<file path="config.mk">
export PLATFORM = sky130hd
export DESIGN_NAME = fltic_div
export DESIGN_NICKNAME = d
export VERILOG_FILES = /design/src/sv/fltic_pkg.sv /design/src/sv/fltic_div.sv
export SDC_FILE = /design/constraint.sdc
export NUM_CORES = 1
export LEC_CHECK = 0
export BUFFER_PORTS_ARGS = -buffer_cell sky130_fd_sc_hd__buf_2
export CORE_AREA = 4 4 130 132
export CTS_CLUSTER_DIAMETER = 150
export DETAILED_ROUTE_END_ITERATION = 6
export DIE_AREA = 0 0 134 136
export PLACE_DENSITY = 0.75
export SLEW_MARGIN = 25
export SYNTH_ARGS = -nofsm -noshare
export SYNTH_HDL_FRONTEND = slang
export SYNTH_SLANG_ARGS = --single-unit
</file>
<file path="constraint.sdc">
create_clock -name clock -period 7.2 [get_ports clock]
set_input_delay 0 -clock clock [delete_from_list [all_inputs] [get_ports clock]]
set_output_delay 0 -clock clock [all_outputs]
set_load 0.05 [all_outputs]
</file>
<file path="src/sv/fltic_pkg.sv">
// ----------------------------------------------------------------------------
// fltic_pkg
// Shared types and constants for the line-to-image fitting core.
// ----------------------------------------------------------------------------
package fltic_pkg;

   localparam int unsigned MAX_LINES_DEF = 64;
   localparam logic [12:0] SIZE_RESET    = 13'd1024;

   localparam int unsigned NUM_W = 53;
   localparam int unsigned DEN_W = 39;
   localparam int unsigned QUO_W = 13;

   typedef struct packed {
      logic signed [31:0] start_x;
      logic signed [31:0] start_y;
      logic signed [31:0] end_x;
      logic signed [31:0] end_y;
      logic [23:0]        line_color;
      logic               last_item;
   } req_type;

   typedef struct packed {
      logic [11:0] pixel_start_x;
      logic [11:0] pixel_start_y;
      logic [11:0] pixel_end_x;
      logic [11:0] pixel_end_y;
      logic [23:0] out_color;
      logic [12:0] image_width;
      logic [12:0] image_height;
      logic        degenerate;
      logic        overflowed;
      logic        last_line;
   } rsp_type;

   typedef enum logic [3:0] {
      ST_LOAD,
      ST_RANGE,
      ST_WMUL,
      ST_WDIV,
      ST_READ,
      ST_DIFF,
      ST_MUL,
      ST_SUM,
      ST_DIV,
      ST_OUT
   } state_type;

endpackage

</file>
<file path="src/sv/fltic_div.sv">
// ----------------------------------------------------------------------------
// fltic_div
// Restoring divider, one quotient bit per cycle, quotient below 2**QUO_W.
// ----------------------------------------------------------------------------
module fltic_div
   import fltic_pkg::*;
(
   input  logic               clock,
   input  logic               reset,
   input  logic               start,
   input  logic [NUM_W-1:0]   num,
   input  logic [DEN_W-1:0]   den,
   output logic               done,
   output logic [QUO_W-1:0]   quo
);

   localparam int unsigned SH_W  = DEN_W + QUO_W - 1;
   localparam int unsigned CNT_W = $clog2(QUO_W);

   logic              busy_ff;
   logic [CNT_W-1:0]  cnt_ff;
   logic [NUM_W-1:0]  rem_ff;
   logic [SH_W-1:0]   dsh_ff;
   logic [QUO_W-1:0]  quo_ff;
   logic              ge_in;
   logic              done_ff;

   assign ge_in = rem_ff >= NUM_W'(dsh_ff);

   always_ff @(posedge clock) begin
      if (reset) begin
         busy_ff <= 1'b0;
         done_ff <= 1'b0;
      end else begin
         done_ff <= busy_ff && (cnt_ff == '0);
         if (start) begin
            busy_ff <= 1'b1;
         end else if (busy_ff && cnt_ff == '0) begin
            busy_ff <= 1'b0;
         end
      end
      if (start) begin
         rem_ff <= num;
         dsh_ff <= {den, {(QUO_W-1){1'b0}}};
         cnt_ff <= CNT_W'(QUO_W - 1);
         quo_ff <= '0;
      end else if (busy_ff) begin
         if (ge_in) begin
            rem_ff <= rem_ff - NUM_W'(dsh_ff);
         end
         quo_ff <= {quo_ff[QUO_W-2:0], ge_in};
         dsh_ff <= dsh_ff >> 1;
         cnt_ff <= cnt_ff - 1'b1;
      end
   end

   assign done = done_ff;
   assign quo  = quo_ff;

endmodule

</file>
==> flow_summary.toml <==
[drt]
top_layer = "met4"
drtIter0Drc = 593
avgRoutedWirePerCell_um = 17.4
final_antenna_net_count = 0
wl_met2_um = 11200
drc = 0
viasPerCell = 5.88
dr.pass1.iters = 5
wl_met1_um = 10200
via_count = 7884
wl_met3_um = 1310
wirelength_um = 23300

[power]
p_seq_frac = 0.298
p_per_area_mw_per_mm2 = 304
ir_drop_v = 0.000193
p_sw_mw = 1.27
power.clock.fraction = 0.258
p_sw_frac = 0.393
p_int_mw = 1.96
p_leak_nw = 4.48
pwr-share-comb = 0.443

[grt]
grt_usage = 0.258
antenna_found_initial = 0
grt_max_degree = 68
first_global_vias = 7629
grt_overflow = 0
grt_pass1_wl_um = 37600

[place]
postPlaceCellArea_mm2 = 0.00922
gp_congestion = 0.950
dp.cells = 1221
port_buffers = 108
hpwl_um = 15900

[logic_synthesis]
synth-seq-area-share = 0.396
syn_area_mm2 = 0.00854
syn_inst = 934
synth_warnings = 0
synth_cell_types = 77
async_reset_ff_frac = 0
synth_area_per_cell_um2 = 9.15
synth_fp_nets = 1083
synth_edf_count = 92
ys.flop_type = "edfxtp_1"
synth-seq-cells = 123

[final_layout]
fillCellCount = 1257
final_common_cell = "buf_2"
fin_area_mm2 = 0.0107
final_cell_mix = "buf_2, nand2_1, edfxtp_1"
num_antenna_cells = 0
layout-drive-gt1-share = 0.156
multi_input_area_mm2 = 0.00472
stdcell_count = 1340
syn2layout_area_growth_pct = 24.8
postLayoutCoreUtil = 0.678
fin_nets = 1260
seqCellArea_mm2 = 0.00338

[status]
status = "complete, but fails checks"
violations = "hold timing"

[floorplan]
num_io_pins = 109
rows = 46
core_mm2 = 0.0157
start_util = 0.544
dieArea_mm2 = 0.0182
die_height_um = 136
chipWidth_um = 134

[clock_network]
tritoncts = "yes"
clock-sinks = 123
cts_root_buffer = "clkbuf_16"
cts_made_buffers = 17
clk_path_buf_depth = 2
clock_latency_ns = 0.43
ctsHoldBuffers = 87
clkTransAtPathRegs_ns = 0.06
postCtsSetupBuffers = 0
cts_resized = 0
cts_max_level = 4

[timing]
fin_worst_skew_ns = 0.00938
period_share = 0.479
slew-limit-headroom = 0.383
worstMarginPinSlew_ns = 0.925
setup-tns-final_ns = 0
fmax_mhz = 290
holdWs_ns = -0.00515
report.final.setup_viol = 0
fin_crit_ns = 3.45
grt_setup_unrepaired = "no"
final-hold-violation-count = 1
slew_violations = 0

[critical_path]
crit_required_ns = 7.27
cp_data_arrival_time_ns = 3.52
worst_setup_path_start_kind = "flip-flop"
critical_path_peak_fanout = 33
crit_type = "reg2reg"
cp-end-kind = "flip-flop"

[flow_run]
cap_violations = 0

[min_path]
hp-class = "in2reg"
==> cells by family after synthesis <==
kind of cell    after synthesis  synth area share
compound gates              318             0.264
simple gates                272             0.150
flops                       123             0.396
buf+inv                     114            0.0529
fa+ha+maj                    54            0.0800
xor+xnor                     28            0.0287
mux                          25            0.0293
==> worst max-delay path, cell delays in order, from the launching register on <==
cell and delay (ns):
edfxtp_1 0.37, ha_1 0.47, nand4_1 0.21, or3_1 0.43
a2111oi_4 0.44, o211ai_2 0.23, a21oi_2 0.20, o211ai_1 0.09
o211ai_1 0.17, buf_4 0.47
==> worst paths after layout <==
path	start	endpoint	slack, ns	cells after the start
max	rem_ff[19]	rem_ff[16]	3.75	9
min	num[33]	rem_ff[33]	-0.005	3
max reg2reg	rem_ff[19]	rem_ff[16]	3.75	9
min reg2reg	cnt_ff[3]	cnt_ff[3]	0.50	2
==> cells in the mapped netlist, types with 10 or more instances <==
cell type  instances  area, um^2
nand2_1           99         372
edfxtp_1          92        2760
nor2_1            75         282
inv_1             71         267
a21oi_1           67         335
o21ai_0           56         280
ha_1              53         663
a22o_1            38         333
dfxtp_1           31         621
clkbuf_1          30         113
a21o_1            27         203
mux2i_1           25         250
xnor2_1           18         158
nand4_1           17         106
nor3_1            16        80.1
o21a_1            15         113
a31oi_1           14        87.6
nand3_1           13        65.1
o21bai_1          13        97.6
a211oi_1          11        82.6
o31ai_1           11        82.6
xor2_1            10        87.6
==> sequential cells by signal, summed over array words and instances, names as in the netlist <==
signal and cells:
quo 13, cnt_ff 4, rem_ff 53, dsh_ff 51, busy_ff 1, done 1
==> final cells by class <==
class	count	area share
inverter	71	0.0250
sequential	123	0.317
multi-input combinational	697	0.442
clock buffer	17	0.0399
clock inverter	15	0.0129
tap	216	0.0254
timing repair buffer	201	0.137
==> through the flow <==
stage,power (mW),setup slack [ns],hold WS (ns)
2_1_floorplan,2.03,2.18,0.0724
3_3_place_gp,2.33,3.87,0.176
3_5_place_dp,2.34,3.75,0.187
4_1_cts,3.22,3.74,0.00815
5_1_grt,3.43,3.46,0.0405
6_report,3.24,3.75,-0.00515
==> layer usage <==
layer  GRT usage  vias up
met2       0.440      274
li1            -     3823
met1       0.330     3742
met4      0.0914        0
met3      0.0452       45
met5           0        -
==> power groups by stage <==
stage | Combinational, mW | Clock (mW) | Sequential (mW)
final | 1.44 | 0.836 | 0.966
after global routing | 1.57 | 0.879 | 0.977
after CTS | 1.41 | 0.843 | 0.966
after detailed placement | 1.36 | 0 | 0.980
after global placement | 1.35 | 0 | 0.974
after floorplan | 1.07 | 0 | 0.964
No activity file was read; power rests on OpenSTA's default activity.
